**src/sv/smsc_pkg.sv**
```systemverilog
// ----------------------------------------------------------------------------
// smsc_pkg
// Shared types, constants and the half-step coil table for the move sequencer.
// ----------------------------------------------------------------------------
package smsc_pkg;

    localparam int unsigned INTERVAL_W = 8;
    localparam int unsigned STEPS_W    = 16;
    localparam int unsigned CFG_DATA_W = 16;
    localparam int unsigned PHASE_W    = 3;
    localparam int unsigned COILS_W    = 4;

    localparam logic [INTERVAL_W-1:0] INTERVAL_RESET = 8'd2;
    localparam logic [STEPS_W-1:0]    STEPS_RESET    = 16'd1024;
    localparam logic [INTERVAL_W-1:0] TICKS_SAT      = '1;

    localparam logic ACT_TICK = 1'b0;
    localparam logic ACT_SET  = 1'b1;

    localparam logic REG_STEP_INTERVAL = 1'b0;
    localparam logic REG_MOVE_STEPS    = 1'b1;

    typedef struct packed {
        logic action;
        logic wanted_position;
    } t_item;

    typedef struct packed {
        logic               busy_res;
        logic               at_position;
        logic               stepped;
        logic [COILS_W-1:0] coils;
    } t_result;

    function automatic logic [COILS_W-1:0] f_phase_coils(input logic [PHASE_W-1:0] ph);
        logic [COILS_W-1:0] c;
        begin
            unique case (ph)
                3'd0: c = 4'h1;
                3'd1: c = 4'h3;
                3'd2: c = 4'h2;
                3'd3: c = 4'h6;
                3'd4: c = 4'h4;
                3'd5: c = 4'hC;
                3'd6: c = 4'h8;
                3'd7: c = 4'h9;
                default: c = 4'h0;
            endcase
            return c;
        end
    endfunction

endpackage

```
**src/sv/smsc_in_stage.sv**
```systemverilog
// ----------------------------------------------------------------------------
// smsc_in_stage
// Input register: holds one request until the step logic takes it.
// ----------------------------------------------------------------------------
module smsc_in_stage (
    input  logic                 i_clk,
    input  logic                 i_rst_n,
    input  logic                 i_valid,
    output logic                 o_ready,
    input  smsc_pkg::t_item      i_item,
    input  logic                 i_take,
    output logic                 o_valid,
    output smsc_pkg::t_item      o_item
);
    import smsc_pkg::*;

    logic  r_valid;
    logic  n_valid;
    t_item r_item;

    assign o_ready = !r_valid || i_take;
    assign n_valid = (i_valid && o_ready) ? 1'b1 : (i_take ? 1'b0 : r_valid);

    always_ff @(posedge i_clk) begin
        if (!i_rst_n) begin
            r_valid <= 1'b0;
        end else begin
            r_valid <= n_valid;
        end
    end

    always_ff @(posedge i_clk) begin
        if (i_valid && o_ready) begin
            r_item <= i_item;
        end
    end

    assign o_valid = r_valid;
    assign o_item  = r_item;

endmodule

```
**src/sv/smsc_step_core.sv**
```systemverilog
// ----------------------------------------------------------------------------
// smsc_step_core
// Move state, configuration registers and the per-request update logic.
// ----------------------------------------------------------------------------
module smsc_step_core (
    input  logic                              i_clk,
    input  logic                              i_rst_n,
    input  logic                              i_cfg_we,
    input  logic                              i_cfg_idx,
    input  logic [smsc_pkg::CFG_DATA_W-1:0]   i_cfg_data,
    input  logic                              i_fire,
    input  smsc_pkg::t_item                   i_item,
    output smsc_pkg::t_result                 o_result
);
    import smsc_pkg::*;

    logic [INTERVAL_W-1:0] r_interval;
    logic [STEPS_W-1:0]    r_move_steps;

    logic [PHASE_W-1:0]    r_phase,  n_phase;
    logic                  r_rev,    n_rev;
    logic [STEPS_W-1:0]    r_done,   n_done;
    logic                  r_moving, n_moving;
    logic                  r_reached, n_reached;
    logic                  r_target, n_target;
    logic                  r_dest,   n_dest;
    logic [INTERVAL_W-1:0] r_ticks,  n_ticks;
    logic [COILS_W-1:0]    r_coils,  n_coils;
    logic                  n_stepped;

    always_ff @(posedge i_clk) begin
        if (!i_rst_n) begin
            r_interval   <= INTERVAL_RESET;
            r_move_steps <= STEPS_RESET;
        end else if (i_cfg_we) begin
            unique case (i_cfg_idx)
                REG_STEP_INTERVAL: r_interval   <= i_cfg_data[INTERVAL_W-1:0];
                REG_MOVE_STEPS:    r_move_steps <= i_cfg_data[STEPS_W-1:0];
                default:           r_interval   <= r_interval;
            endcase
        end
    end

    always_comb begin
        n_phase   = r_phase;
        n_rev     = r_rev;
        n_done    = r_done;
        n_moving  = r_moving;
        n_reached = r_reached;
        n_target  = r_target;
        n_dest    = r_dest;
        n_ticks   = r_ticks;
        n_coils   = r_coils;
        n_stepped = 1'b0;
        if (i_item.action == ACT_SET) begin
            n_target = i_item.wanted_position;
        end else begin
            if (r_ticks != TICKS_SAT) begin
                n_ticks = r_ticks + 1'b1;
            end
            if (!r_moving && (r_reached != r_target)) begin
                n_done   = '0;
                n_dest   = r_target;
                n_rev    = !r_target;
                n_moving = 1'b1;
            end
            if (n_moving) begin
                if ((n_done < r_move_steps) && (n_ticks >= r_interval)) begin
                    n_ticks   = '0;
                    n_coils   = f_phase_coils(r_phase);
                    n_phase   = n_rev ? (r_phase - 1'b1) : (r_phase + 1'b1);
                    n_done    = n_done + 1'b1;
                    n_stepped = 1'b1;
                end
                if (n_done >= r_move_steps) begin
                    n_reached = n_dest;
                    n_moving  = 1'b0;
                end
            end
        end
    end

    always_ff @(posedge i_clk) begin
        if (!i_rst_n) begin
            r_phase   <= '0;
            r_rev     <= 1'b0;
            r_done    <= '0;
            r_moving  <= 1'b0;
            r_reached <= 1'b0;
            r_target  <= 1'b0;
            r_dest    <= 1'b0;
            r_ticks   <= TICKS_SAT;
            r_coils   <= '0;
        end else if (i_fire) begin
            r_phase   <= n_phase;
            r_rev     <= n_rev;
            r_done    <= n_done;
            r_moving  <= n_moving;
            r_reached <= n_reached;
            r_target  <= n_target;
            r_dest    <= n_dest;
            r_ticks   <= n_ticks;
            r_coils   <= n_coils;
        end
    end

    assign o_result.coils       = n_coils;
    assign o_result.stepped     = n_stepped;
    assign o_result.at_position = n_reached;
    assign o_result.busy_res    = n_moving;

endmodule

```
**src/sv/smsc_out_stage.sv**
```systemverilog
// ----------------------------------------------------------------------------
// smsc_out_stage
// Result register: holds one result until the downstream side takes it.
// ----------------------------------------------------------------------------
module smsc_out_stage (
    input  logic                 i_clk,
    input  logic                 i_rst_n,
    input  logic                 i_load,
    input  smsc_pkg::t_result    i_result,
    output logic                 o_free,
    output logic                 o_valid,
    input  logic                 i_ready,
    output smsc_pkg::t_result    o_result
);
    import smsc_pkg::*;

    logic    r_valid;
    logic    n_valid;
    t_result r_result;

    assign o_free  = !r_valid || i_ready;
    assign n_valid = i_load ? 1'b1 : (i_ready ? 1'b0 : r_valid);

    always_ff @(posedge i_clk) begin
        if (!i_rst_n) begin
            r_valid <= 1'b0;
        end else begin
            r_valid <= n_valid;
        end
    end

    always_ff @(posedge i_clk) begin
        if (i_load) begin
            r_result <= i_result;
        end
    end

    assign o_valid  = r_valid;
    assign o_result = r_result;

endmodule

```
**src/sv/stepper_move_sequencer_core.sv**
```systemverilog
// ----------------------------------------------------------------------------
// stepper_move_sequencer_core
// Two-position half-step stepper sequencer with stream in and out.
// ----------------------------------------------------------------------------
// Each request (a 1 ms tick or a set-position command) gives exactly one
// result. A request is registered, updated through the combinational move
// logic and lands in the result register, so one request per cycle is
// sustained while m_tready stays high. m_tvalid rises when the result is
// loaded into the result register, where it is held until taken. The result
// register and the input register are both one deep; input stalls only when
// both are full and m_tready is low. Configuration writes take effect at once.
module stepper_move_sequencer_core (
    input  logic                             i_clk,
    input  logic                             i_rst_n,
    input  logic                             i_cfg_we,
    input  logic                             i_cfg_idx,
    input  logic [smsc_pkg::CFG_DATA_W-1:0]  i_cfg_data,
    input  logic                             s_tvalid,
    output logic                             s_tready,
    input  logic [7:0]                       s_tdata,   // [0] wanted_position
    input  logic                             s_tuser,   // [0] action
    output logic                             m_tvalid,
    input  logic                             m_tready,
    output logic [7:0]                       m_tdata    // [3:0] coils, [4] stepped,
                                                        // [5] at_position, [6] busy_res
);
    import smsc_pkg::*;

    t_item   w_in_item;
    t_item   w_reg_item;
    t_result w_calc;
    t_result w_out;
    logic    w_reg_valid;
    logic    w_out_free;
    logic    w_fire;

    assign w_in_item.action          = s_tuser;
    assign w_in_item.wanted_position = s_tdata[0];
    assign w_fire                    = w_reg_valid && w_out_free;

    smsc_in_stage u_in (
        .i_clk   (i_clk),
        .i_rst_n (i_rst_n),
        .i_valid (s_tvalid),
        .o_ready (s_tready),
        .i_item  (w_in_item),
        .i_take  (w_fire),
        .o_valid (w_reg_valid),
        .o_item  (w_reg_item)
    );

    smsc_step_core u_core (
        .i_clk      (i_clk),
        .i_rst_n    (i_rst_n),
        .i_cfg_we   (i_cfg_we),
        .i_cfg_idx  (i_cfg_idx),
        .i_cfg_data (i_cfg_data),
        .i_fire     (w_fire),
        .i_item     (w_reg_item),
        .o_result   (w_calc)
    );

    smsc_out_stage u_out (
        .i_clk    (i_clk),
        .i_rst_n  (i_rst_n),
        .i_load   (w_fire),
        .i_result (w_calc),
        .o_free   (w_out_free),
        .o_valid  (m_tvalid),
        .i_ready  (m_tready),
        .o_result (w_out)
    );

    assign m_tdata = {1'b0, w_out};

endmodule
```
**config.mk**
```make
export PLATFORM = sky130hd
export DESIGN_NAME = stepper_move_sequencer_core
export DESIGN_NICKNAME = d
export VERILOG_FILES = /design/src/sv/smsc_pkg.sv /design/src/sv/smsc_in_stage.sv /design/src/sv/smsc_step_core.sv /design/src/sv/smsc_out_stage.sv /design/src/sv/stepper_move_sequencer_core.sv
export SDC_FILE = /design/constraint.sdc
export NUM_CORES = 1
export LEC_CHECK = 0
export BUFFER_PORTS_ARGS = -buffer_cell sky130_fd_sc_hd__buf_2
export CAP_MARGIN = 20
export CORE_UTILIZATION = 40
export CTS_BUF_LIST = sky130_fd_sc_hd__clkbuf_4 sky130_fd_sc_hd__clkbuf_8
export DETAILED_ROUTE_END_ITERATION = 7
export MAX_ROUTING_LAYER = met4
export PLACE_DENSITY_LB_ADDON = 0.2
export RECOVER_POWER = 100
export SLEW_MARGIN = 20
export SYNTH_ARGS = -nofsm -noshare
export SYNTH_HDL_FRONTEND = slang
export SYNTH_SLANG_ARGS = --single-unit
export TNS_END_PERCENT = 20
```
**constraint.sdc**
```tcl
create_clock -name i_clk -period 5 [get_ports i_clk]
set_clock_uncertainty 0.15 [all_clocks]
set_input_delay 1 -clock i_clk [delete_from_list [all_inputs] [get_ports i_clk]]
set_output_delay 1 -clock i_clk [all_outputs]
set_load 0.02 [all_outputs]
```
Word-level counts from Yosys, hierarchy flattened --
Memory sizes are Yosys's and may differ from the RTL's. A register that Yosys moved wholly into a read port is not among the register bits. Cells that the tools add are included.
Operators by class: add/sub/neg operators 4, $lt $le $gt $ge 3, equal/unequal tests 2, multiplexer cells 32, bitwise logic cells 3, reductions and logical operators 18
Operator list (number):
- two-way mux 16 bit | 6
- two-way mux 8 bit | 4
- adder 16 x 1 -> 16 bit (second input constant) | 1
- greater-or-equal comparator 16 bit | 1
- < comparator 16 bit | 1
- two-way mux 1 bit | 16
- two-way mux 4 bit | 3
- two-way mux 3 bit | 3
- adder 8 x 1 -> 8 bit (second input constant) | 1
- greater-or-equal comparator 8 bit | 1
- inequality test 8 bit (second input constant) | 1
- AND reduction 2 bit | 4
- logical AND 1 bit | 4
- zero test 1 bit | 4
- AND reduction 4 bit | 1
- nonzero test 2 bit | 2
- adder 3 x 1 -> 3 bit (second input constant) | 1
- inverter 1 bit | 3
- subtractor 3 x 1 -> 3 bit (second input constant) | 1
- logical OR 1 bit | 2
- OR reduction 2 bit | 1
- inequality test 1 bit | 1
Storage, ports and cells: flip-flop bits (word level) 71, bits in read-only memories 32, bits of input ports 31, output and inout bits 10, word-level logic and storage cells 82, memories kept 1
Memory list:
- (no name shown) | words 8, width 4, read ports 1, clocked after Yosys merged registers in 1, wr ports 0, line smsc_pkg.sv:38 | unique case (ph)

Depth between registers and ports, before layout --
depth in word-level cells 13, mapped depth 24, mapped depth without buffers 22

Modules after synthesis --
From an unflattened synthesis, not the netlist that was laid out.
Unflattened totals: cell total of the unflattened synthesis 578, area total of the unflattened synthesis 4919.7 um^2
Modules (own cells, without submodules):
- smsc_step_core | instances 1, cells an instance 557, area each 4525.6 um^2, sequential area each 1281.2 um^2
- smsc_out_stage | instances 1, cells an instance 11, area each 259.0 um^2, sequential area each 230.2 um^2
- smsc_in_stage | instances 1, cells an instance 7, area each 117.6 um^2, sequential area each 80.1 um^2
- stepper_move_sequencer_core | instances 1, cells an instance 3, area each 17.5 um^2, sequential area each 0.0 um^2

Worst setup path before layout --
OpenSTA, ideal clock, no wires.
path type reg-to-reg, start point reg u_core.r_target, end point reg u_out.r_result, in the netlist u_out.o_result[5] (data pin), setup time 0.266 ns, arrival time 4.383 ns, data required time 4.584 ns, path slack 0.202 ns, cell stages (with the launch flop) 24, path buffers 4, clock period less this slack 4.798 ns, cells stage by stage dfxtp_1 > buf_2 > xor2_2 > nand2b_1 > buf_2 > clkbuf_1 > and2_1 > ha_1 > a21oi_1 > a21oi_1 > a2111oi_2 > o211ai_2 > buf_2 > nor4_4 > xnor2_1 > nor2_1 > ha_1 > a21o_1 > a21o_1 > a21oi_1 > nand2_1 > a21oi_1 > o211a_1 > nor3_1
On the way: longest elaborated chain between the ends 13, elaborated cells between the ends (all ways) 17, those cells by class 1 x add/sub; 2 x order compare; 1 x eq/ne; 11 x mux; 2 x reduce/logical
RTL lines:
- start, declared | line smsc_step_core.sv:25 | logic r_target, n_target;
- start signal, assigned | line smsc_step_core.sv:100 | r_target <= n_target;
- inequality test 1 bit | line smsc_step_core.sv:61 | if (!r_moving && (r_reached != r_target)) begin
- logical AND 1 bit | line smsc_step_core.sv:61
- two-way mux 16 bit | line smsc_step_core.sv:61
- two-way mux 16 bit | line smsc_step_core.sv:55 | if (i_item.action == ACT_SET) begin
- < comparator 16 bit | line smsc_step_core.sv:68 | if ((n_done < r_move_steps) && (n_ticks >= r_interval)) begin
- logical AND 1 bit | line smsc_step_core.sv:68
- two-way mux 16 bit | line smsc_step_core.sv:68
- two-way mux 16 bit | line smsc_step_core.sv:67 | if (n_moving) begin
- two-way mux 16 bit | line smsc_step_core.sv:55
- greater-or-equal comparator 16 bit | line smsc_step_core.sv:75 | if (n_done >= r_move_steps) begin
- two-way mux 1 bit | line smsc_step_core.sv:75
- two-way mux 1 bit * | line smsc_step_core.sv:67
- two-way mux 1 bit * | line smsc_step_core.sv:55
- net u_core.n_reached | line smsc_step_core.sv:24 | logic r_reached, n_reached;
- end signal, assigned | line smsc_out_stage.sv:34 | r_result <= i_result;
- end, declared | line smsc_out_stage.sv:19 | t_result r_result;
Mark *: on every way through the listed nets, which the timed path passes. The rest lies on a longest branch. The select of a mux whose other input is x is not followed. A chain may end at the register's enable or synchronous reset.

Worst setup path after layout --
start point reg u_core.r_ticks[1], end point reg u_out.r_result, in the netlist u_out.o_result[5] (data pin)
On the way: longest elaborated chain between the ends 12, elaborated cells between the ends (all ways) 13, those cells by class 1 x add/sub; 2 x order compare; 1 x eq/ne; 8 x mux; 1 x reduce/logical
RTL lines:
- start, declared | line smsc_step_core.sv:27 | logic [INTERVAL_W-1:0] r_ticks, n_ticks;
- start signal, assigned | line smsc_step_core.sv:102 | r_ticks <= n_ticks;
- adder 8 x 1 -> 8 bit / inequality test 8 bit (equally long branches) | line smsc_step_core.sv:59, smsc_step_core.sv:58
- two-way mux 8 bit * | line smsc_step_core.sv:58 | if (r_ticks != TICKS_SAT) begin
- two-way mux 8 bit * | line smsc_step_core.sv:55
- greater-or-equal comparator 8 bit * | line smsc_step_core.sv:68
- logical AND 1 bit * | line smsc_step_core.sv:68
- two-way mux 16 bit * | line smsc_step_core.sv:68
- two-way mux 16 bit * | line smsc_step_core.sv:67
- two-way mux 16 bit * | line smsc_step_core.sv:55
- greater-or-equal comparator 16 bit * | line smsc_step_core.sv:75
- two-way mux 1 bit * | line smsc_step_core.sv:75
- two-way mux 1 bit * | line smsc_step_core.sv:67
- two-way mux 1 bit * | line smsc_step_core.sv:55
- net u_core.n_reached | line smsc_step_core.sv:24
Marks and branches as above.

==> run_results.csv <==
group,metric,value,unit
cts,h-tree-depth,3,
logic_synthesis,synthesis.area,0.00493,mm2
placed_design,io_buffers,32,
placed_design,numPlacedInstances,771,
routing,routed_via_density,5.44,
setup_path,start_kind,"flop",
setup_path,crit_chain,"ha_1, nand2_1, nor2_1, nor2_1, a21oi_2, ha_1, o21a_1, nor2_1, a2111oi_4, o211ai_4, buf_12, buf_4, nor4_4, a31oi_1, a41o_1, ha_1, nand4_1, or3_1, nor3_1, nor3_1",
timing,relSlewSlack,-13.5,%
cts,clockBufferDepth,2,
power_and_ir_drop,p_leak,2.29,nW
routing,drtAntennaViolNets,0,
logic_synthesis,syn_avg_cell_area,8.28,um2
grt,grt_start_max_net_pins,35,
logic_synthesis,synth_warnings,0,
grt,grt_overflow,0,
power_and_ir_drop,pwr-share-clk,36.4,%
finish,instances_no_fill,790,
power_and_ir_drop,switchingPower,0.453,mW
routing,wl_per_cell,15.7,um
floorplanning,start_util,41.0,%
placed_design,gp_congestion,0.837,
logic_synthesis,synthCells,595,
power_and_ir_drop,p_sw_share,30.4,%
setup_path,max_stage_delay,0.42,ns
setup_path,cp_num_buf_inv,2,
setup_path,critPathKind,"flop to flop",
logic_synthesis,async_reset_ff_share,0,%
routing,drc_errors,0,
routing,num_vias,4299,
routing,postRouteWirelength,12400,um
setup_path,critical-path-slowest-cell,"a2111oi_4",
status,status,"finished, violations left",
setup_path,rr_endpoint,"u_out.o_result[5]",
setup_path,cp_top_family,"simple AND/OR/NAND/NOR gates",
grt,antenna_found_initial,0,
logic_synthesis,ys_seq_area_share,32.3,%
power_and_ir_drop,seqPwrFrac,43.1,%
grt,grt_pass1_vias,4219,
finish,nFillCells,1214,
timing,slew_violations,66,
floorplanning,die_h,113,um
grt,gr-usage-all-layers,20.9,%
min_path,min_to,"u_core.r_move_steps[8]",
power_and_ir_drop,power_frac_comb,20.5,%
setup_path,critPathArrivalTime,4.68,ns
status,violations,"max-capacitance violations, max-slew violations",
min_path,hold_depth,2,
logic_synthesis,ys_seq_elements,75,
timing,hold_viol,0,
cts,clock_latency,0.38,ns
routing,drt_iter0_markers,208,
setup_path,worst-r2r-cell-count,20,
routing,drtPass1Iterations,4,
finish,fin_util,47.1,%
cts,clkSinkCount,75,
cts,cts-root-buf,"clkbuf_8",
setup_path,path_max_fanout,5,
setup_path,crit_path_end_kind,"flop",
finish,nets,710,
logic_synthesis,synth_cell_types,67,
floorplanning,placementRows,40,
floorplanning,dieArea,0.0128,mm2
finish,area_growth,14.8,%
timing,worstMarginPinSlew,1.70,ns
timing,period_needed,4.72,ns
setup_path,r2r_slack,0.28,ns
power_and_ir_drop,internal_power,1.04,mW
cts,cts.reportedPaths.clkPinSlew,0.08,ns
cts,cts_made_buffers,9,
setup_path,r2r-start,"u_core.r_ticks[1]",
cts,cts_tree,"done",
cts,cts_hold_buf,0,
logic_synthesis,syn_nets,667,
logic_synthesis,synth_edf_count,9,
finish,antenna_cells,0,
timing,fmax,212,MHz
floorplanning,pin_count,41,
min_path,hp-start,"u_core.r_move_steps[8]",
power_and_ir_drop,ir_drop,0.129,mV
logic_synthesis,synth-main-ff-cell,"dfxtp_1",
placed_design,dp_hpwl,9200,um
setup_path,cp.required,4.97,ns
timing,fin_ws,0.285,ns
floorplanning,die_w,113,um
floorplanning,core-area,0.0120,mm2
finish,drive_gt1_share,16.6,%
timing,setup_viol,0,
flow_run,cap_viol_max_count,2,
placed_design,dp_slack,-0.0368,ns
min_path,hold_class,"flop to flop",
grt,grt_pass1_wl,20400,um
setup_path,crit_path_start,"u_core.r_ticks[1]",
power_and_ir_drop,p_per_area,264,mW/mm2
timing,setup_tns,0,ns
timing,finalCritPeriodShare,94.3,%
-- repair_timing --
| action | CTS | global route |
|---|---|---|
| gates resized for setup | 3 | 13 |
| buffers inserted | 0 | 3 |
| setup endpoints to repair | 1 | 4 |
| pin swaps | 0 | 6 |
-- routing by layer --
metal / track usage, % / routed length (um) / vias to the layer above
met5: - / 0 / -
met1: 25.5 / 5620 / 2023
met2: 34.9 / 6000 / 85
li1: - / - / 2176
met3: 3.96 / 600 / 15
met4: 6.93 / 183 / 0
-- worst register-to-register path, cell delays in order (launching register included) --
cell       delay [ns]
dfxtp_1          0.37
ha_1             0.22
nand2_1          0.10
nor2_1           0.20
nor2_1           0.08
a21oi_2          0.16
ha_1             0.20
o21a_1           0.13
nor2_1           0.08
a2111oi_4        0.43
o211ai_4         0.17
buf_12           0.17
buf_4            0.14
nor4_4           0.35
a31oi_1          0.18
a41o_1           0.24
ha_1             0.29
nand4_1          0.20
or3_1            0.38
nor3_1           0.15
nor3_1           0.08
-- cells in the mapped netlist (all sizes together), types with 4 or more instances --
library cell  instances  area share (%)
a21o                 10             1.5
a21oi                49             5.0
a31o                  4            0.71
a31oi                 4            0.81
and2                 15             1.9
and3                  5            0.63
buf                  12             1.3
clkbuf               20             1.5
dfxtp                66              27
edfxtp                9             5.5
ha                   40              10
inv                  36             2.7
mux2                  6             1.4
mux2i                13             2.6
nand2                93             7.1
nand2b               13             1.7
nand3                31             3.1
nand4                 9             1.1
nor2                 36             2.7
nor2b                 5            0.63
nor3                 13             1.7
nor4                  9             3.0
o211ai                8             1.3
o21a                  4            0.61
o21ai                19             2.0
or3                   4            0.51
xnor2                17             3.0
xor2                  5             1.0
-- how the worst max path moves through the flow --
stage                              to  cells past startpoint
floorplan           u_out.o_result[5]                     23
global placement    u_out.o_result[5]                     17
detailed placement  u_out.o_result[5]                     23
CTS                 u_out.o_result[5]                     16
global route        u_out.o_result[5]                     20
finish              u_out.o_result[5]                     20
-- cells in the final DEF (no fill, tap or decap), types with 10 or more instances in the layout --
master     n
a21o_1    10
a21oi_1   44
and2_1    12
buf_2     21
buf_4     29
clkbuf_1  13
dfxtp_1   64
ha_1      40
inv_1     36
mux2i_1   13
nand2_1   93
nand2b_1  12
nand3_1   30
nor2_1    36
o21ai_0   14
xnor2_1   17
-- sequential cells by signal (all words and copies together), names as in the netlist, 2 cells and up, named ones only --
| name | count |
|---|---|
| u_core.r_done | 16 |
| u_core.r_move_steps | 16 |
| u_core.r_interval | 8 |
| u_core.r_ticks | 8 |
| u_out.o_result | 7 |
| u_core.r_coils | 4 |
| u_core.r_phase | 3 |
| u_in.o_item | 2 |
-- per-stage QoR --
stage | area [um2] | power [mW] | hold WS (ns)
after floorplan | 4930 | 0.843 | 0.286
after CTS | 5590 | 1.48 | 0.308
after global routing | 5660 | 1.56 | 0.324
final | 5660 | 1.49 | 0.308
after global placement | 5350 | 0.925 | 0.295
after detailed placement | 5350 | 0.933 | 0.297
-- power by group through the flow --
stage | sequential, mW | combinational (mW) | clock, mW
after global routing | 0.646 | 0.340 | 0.578
after floorplan | 0.654 | 0.189 | 0
final | 0.643 | 0.305 | 0.543
after global placement | 0.656 | 0.270 | 0
after detailed placement | 0.657 | 0.277 | 0
after CTS | 0.642 | 0.284 | 0.552
-- layout make-up --
type | instances | area, um2 | share of cell area [%]
clock buffers | 9 | 124 | 2.19
clock inverters | 7 | 98.8 | 1.75
inverters | 36 | 135 | 2.39
multi-input cells | 452 | 3130 | 55.3
flip-flops and latches | 75 | 1590 | 28.2
well taps | 147 | 184 | 3.25
repair buffers | 64 | 392 | 6.92
-- logic make-up (layout without fill, tap and decap cells) --
kind of cell	count (synthesis)	count (layout)	share of synthesized area [%]
adders and majority gates	41	41	10.6
xor gates and xnor gates	22	22	4.06
AOI/OAI and AO/OA	127	127	17.5
and+or+nand+nor	242	242	25.9
muxes	19	19	4.01
buffers and inverters	68	116	5.59
other	1	1	0.0761
DFF	75	75	32.3
Power figures use the tool's default switching activity.
